$ cat src/hw/rtl/bsp_pkg.sv
// ----------------------------------------------------------------------------
// bsp_pkg
// Types and constants shared by the box surface projection pipeline.
// ----------------------------------------------------------------------------
package bsp_pkg;

  localparam int MAG_W  = 33;
  localparam int EXT_W  = 34;
  localparam int LO_W   = 17;
  localparam int HI_W   = EXT_W - LO_W;
  localparam int PART_W = MAG_W + LO_W;
  localparam int PROD_W = MAG_W + EXT_W;
  localparam int QUO_W  = 34;
  localparam int REM_W  = 34;
  localparam int NSTAGE = 4 + QUO_W + 1;

  localparam logic [2:0] REG_CENTER_X = 3'd0;
  localparam logic [2:0] REG_CENTER_Y = 3'd1;
  localparam logic [2:0] REG_CENTER_Z = 3'd2;
  localparam logic [2:0] REG_EXTENT_X = 3'd3;
  localparam logic [2:0] REG_EXTENT_Y = 3'd4;
  localparam logic [2:0] REG_EXTENT_Z = 3'd5;
  localparam logic [2:0] REG_SHELL_XY = 3'd6;
  localparam logic [2:0] REG_SHELL_Z  = 3'd7;

  typedef struct packed {
    logic signed [31:0] point_x;
    logic signed [31:0] point_y;
    logic signed [31:0] point_z;
    logic               outer_box;
  } in_t;

  typedef struct packed {
    logic signed [31:0] surface_x;
    logic signed [31:0] surface_y;
    logic signed [31:0] surface_z;
    logic               degenerate;
    logic               clipped;
  } out_t;

  typedef logic [MAG_W-1:0]  mag_t;
  typedef logic [EXT_W-1:0]  ext_t;
  typedef logic [PROD_W-1:0] prod_t;

endpackage

$ cat src/hw/rtl/bsp_prep.sv
// ----------------------------------------------------------------------------
// bsp_prep
// One axis: offset from center, its magnitude and sign, and the box size.
// ----------------------------------------------------------------------------
module bsp_prep import bsp_pkg::*; (
  input  logic               clk,
  input  logic               adv,
  input  logic signed [31:0] point,
  input  logic signed [31:0] center,
  input  logic [30:0]        extent,
  input  logic [31:0]        shell,
  input  logic               outer,
  output logic               neg_r,
  output mag_t               mag_r,
  output ext_t               ext_r
);

  logic signed [32:0] diff;
  logic               neg_nxt;
  mag_t               mag_nxt;
  ext_t               ext_nxt;

  always_comb begin
    diff    = {point[31], point} - {center[31], center};
    neg_nxt = diff[32];
    mag_nxt = neg_nxt ? MAG_W'(-diff) : MAG_W'(diff);
    ext_nxt = {3'b000, extent} + (outer ? {1'b0, shell, 1'b0} : '0);
  end

  always_ff @(posedge clk) begin
    if (adv) begin
      neg_r <= neg_nxt;
      mag_r <= mag_nxt;
      ext_r <= ext_nxt;
    end
  end

endmodule

$ cat config.mk
export PLATFORM = sky130hd
export DESIGN_NAME = bsp_prep
export DESIGN_NICKNAME = d
export VERILOG_FILES = /design/src/hw/rtl/bsp_pkg.sv /design/src/hw/rtl/bsp_prep.sv
export SDC_FILE = /design/constraint.sdc
export NUM_CORES = 1
export LEC_CHECK = 0
export ABC_CLOCK_PERIOD_IN_PS = 4300
export BUFFER_PORTS_ARGS = -buffer_cell sky130_fd_sc_hd__buf_2
export CORE_UTILIZATION = 40
export DETAILED_ROUTE_END_ITERATION = 7
export HOLD_SLACK_MARGIN = 0.06
export PLACE_DENSITY = 0.75
export SETUP_SLACK_MARGIN = 0.1
export SLEW_MARGIN = 40
export SYNTH_ARGS = -nofsm -noshare
export SYNTH_HDL_FRONTEND = slang
export SYNTH_SLANG_ARGS = --single-unit
$ cat constraint.sdc
create_clock -name clk -period 4.3 [get_ports clk]
set_clock_uncertainty 0.1 [all_clocks]
set_input_delay 0.645 -clock clk [delete_from_list [all_inputs] [get_ports clk]]
set_output_delay 0.645 -clock clk [all_outputs]
set_load 0.1 [all_outputs]
==> impl_results.md <==
* Vias in the first global route at 5270
* Syn nets at 915
* Top_reg_cell synth: edfxtp_1
* Critical path endpoint category: register
* Gpl congestion at 0.885
* Max frequency at 0.254 GHz
* Static leakage at 3.76 nW
* Die Wd at 128 µm
* CTS tree: done
* CTS H-tree depth at 3
* Commonest non-fill, non-tap cell in the layout: buf_2
* Root Buffer: clkbuf_16
* Iteration-0 DRC count of the detailed router at 357
* Fillers at 1407
* DRT Wirelength at 15100 µm
* Clk buf depth at 2
* Logic pwr share at 50.3%
* Fin crit share at 91.7%
* #FFs+latches synth at 68
* Worst setup SP type: input pin
* Post-synth cell types at 63
* Post-route DRC at 0
* Hold Path Sink: ext_r[0]$_DFFE_PP_
* Nets at 1119
* Largest net degree at the start of global routing at 39
* CTS buffer count at 9
* Dpl ws at 0.0125 ns
* Net Sw Frac at 46.5%
* Power Internal at 1.90 mW
* Area of the core at 15400 µm²
* Synth-to-Final Area Change at 25.4%
* Clk pwr share at 23.5%
* Hold Path Depth at 1
* Cell Area, Synth at 6380 µm²
* Placed cell areas at 7660 µm²
* Share of layout cells above drive strength 1 at 25.4%
* Hold WC Path Type: input pin to register
* Detailed placer's ending HPWL at 12500 µm
* Hold path startpoint: extent[0]
* Setup_tns at 0 ns
* Worst setup path class: input pin to register
* Initial antenna violation count at 0
* Register area share after synthesis at 32.0%
* CP required at 4.26 ns
* Min Clock Period, post-route at 3.94 ns
* Hold Buf Count CTS at 0
* Switching power at 1.65 mW
* ANT cells at 0
* Die ar. at 16500 µm²
* Clk sinks at 68
* Final setup vio count at 0
* Slew @ Worst Pin at 0.717 ns
* Final WS setup at 0.357 ns
* Die height at 128 µm
* Pwr dens at 443 nW/µm²
* Register Area at 2040 µm²
* Critical path arrival at 3.90 ns
* Fin area at 8010 µm²
* Final ANT Viol Nets at 0
* Row count at 45
* Syn Inst Count at 720
* Post-synth EDFFs at 68
* Sequential power share at 26.2%
* Final Hold Viols at 0
* Relative slew slack at 52.2%
* Most frequent cells in the layout: 197 x buf_2, 73 x a21oi_1, 68 x edfxtp_1
* Vias at 5857
* Io pins at 198
* Vias per cell at 5.14
* GRT overflow at 0
* Initial Utilization at 41.5%
* Area taken by multi-input logic gates at 4090 µm²
* Max-Cap Viols at 0
* First-pass GRT wire length at 24300 µm
* Port Buf Inserts at 197
* Worst VDD drop at 0.000201 V
* Routed length per instance at 13.2 µm
* All-Layer GR Usage at 18.3%
* Post-CTS Setup Bufs at 0
* YS warnings at 0
* Length of the first detailed-routing pass in iterations at 5
* Avg Synthesized Cell Area at 8.87 µm²
* Fin. max-slew vios at 0
* Status: completed
* Ys async rst share at 0%
* CP max FO at 7
* RSZ-0062 raised after global routing: no
* Worst-path clk slew at 0.06 ns
[kinds of logic after synthesis]
group,count (synthesis),synth area share [%]
compound gates,225,22.0
xor+xnor,79,11.0
fa+ha+maj,65,13.0
buf+inv,67,4.00
flops,68,32.0
mux,1,0.157
simple gates,215,18.0
[through the flow]
stage	util, %	power [mW]	hold WS (ns)	instances
after floorplan	-	2.40	0.644	720
after global placement	49.8	2.71	0.766	1124
after detailed placement	49.8	2.73	0.771	1124
after CTS	52.1	3.58	0.428	1140
after global routing	52.1	3.72	0.429	1140
final	52.1	3.55	0.444	1140
[cells in the mapped netlist, types with 5 or more instances]
cell type	count	area [µm²]
a21oi_1	73	365
edfxtp_1	68	2040
ha_1	63	788
inv_1	51	191
xnor2_1	51	447
o21ai_0	49	245
nand2_1	48	180
nor2_1	43	161
and2_1	35	219
a21o_1	31	233
xor2_1	27	236
nand2b_1	15	93.8
nand3_1	15	75.1
nor3_1	14	70.1
a31oi_1	13	81.3
clkbuf_1	12	45.0
o21a_1	11	82.6
and3_1	8	50.1
nor2b_1	8	50.1
nand4_1	6	37.5
o211ai_1	6	45.0
a211oi_1	5	37.5
or3_1	5	31.3
[flip-flops by register name, summed over array words and instances (netlist names)]
register and count:
ext_r 34, mag_r 33, neg_r 1
[critical path: stages]
cell      delay, ns
buf_2          0.07
inv_1          0.04
ha_1           0.22
fa_1           0.40
nand2b_1       0.18
a21oi_1        0.20
o21a_4         0.22
xor2_2         0.10
or4b_4         0.55
or4_4          0.58
nor4b_4        0.40
a21oi_1        0.14
xnor2_1        0.14
[worst max path at each step]
stage | from | to
after floorplan | point[0] | mag_r[31]$_DFFE_PP_
after global placement | point[0] | mag_r[31]$_DFFE_PP_
after detailed placement | point[0] | mag_r[27]$_DFFE_PP_
after CTS | point[0] | mag_r[27]$_DFFE_PP_
after global routing | point[0] | mag_r[23]$_DFFE_PP_
final | point[0] | mag_r[27]$_DFFE_PP_
[layout make-up]
class	instances	share of cell area, %
inverters	51	2.39
clock inverters	6	1.41
multi-input cells	585	51.1
clock buffers	10	2.86
repair buffers	209	13.4
well taps	211	3.30
flip-flops and latches	68	25.5
[what timing repair did]
item | CTS | global route
endpoints found under the hold margin | 0 | 0
resized for setup | 0 | 1
setup endpoints to repair | 0 | 1
[power groups by stage]
stage                     Combinational [mW]  Sequential [mW]  Clock [mW]
after CTS                               1.79            0.933       0.855
after global placement                  1.77            0.943           0
after global routing                    1.90            0.939       0.883
after floorplan                        0.598             1.80           0
final                                   1.79            0.931       0.835
after detailed placement                1.79            0.945           0
[metal layers]
metal | global-route usage, % | vias to the layer above | wire (µm)
li1 | - | 3036 | -
met1 | 22.9 | 2642 | 6580
met2 | 33.3 | 175 | 7650
met3 | 2.37 | 4 | 772
met4 | 4.43 | 0 | 95
met5 | 0 | - | 0
(Power assumes the default switching activity.)
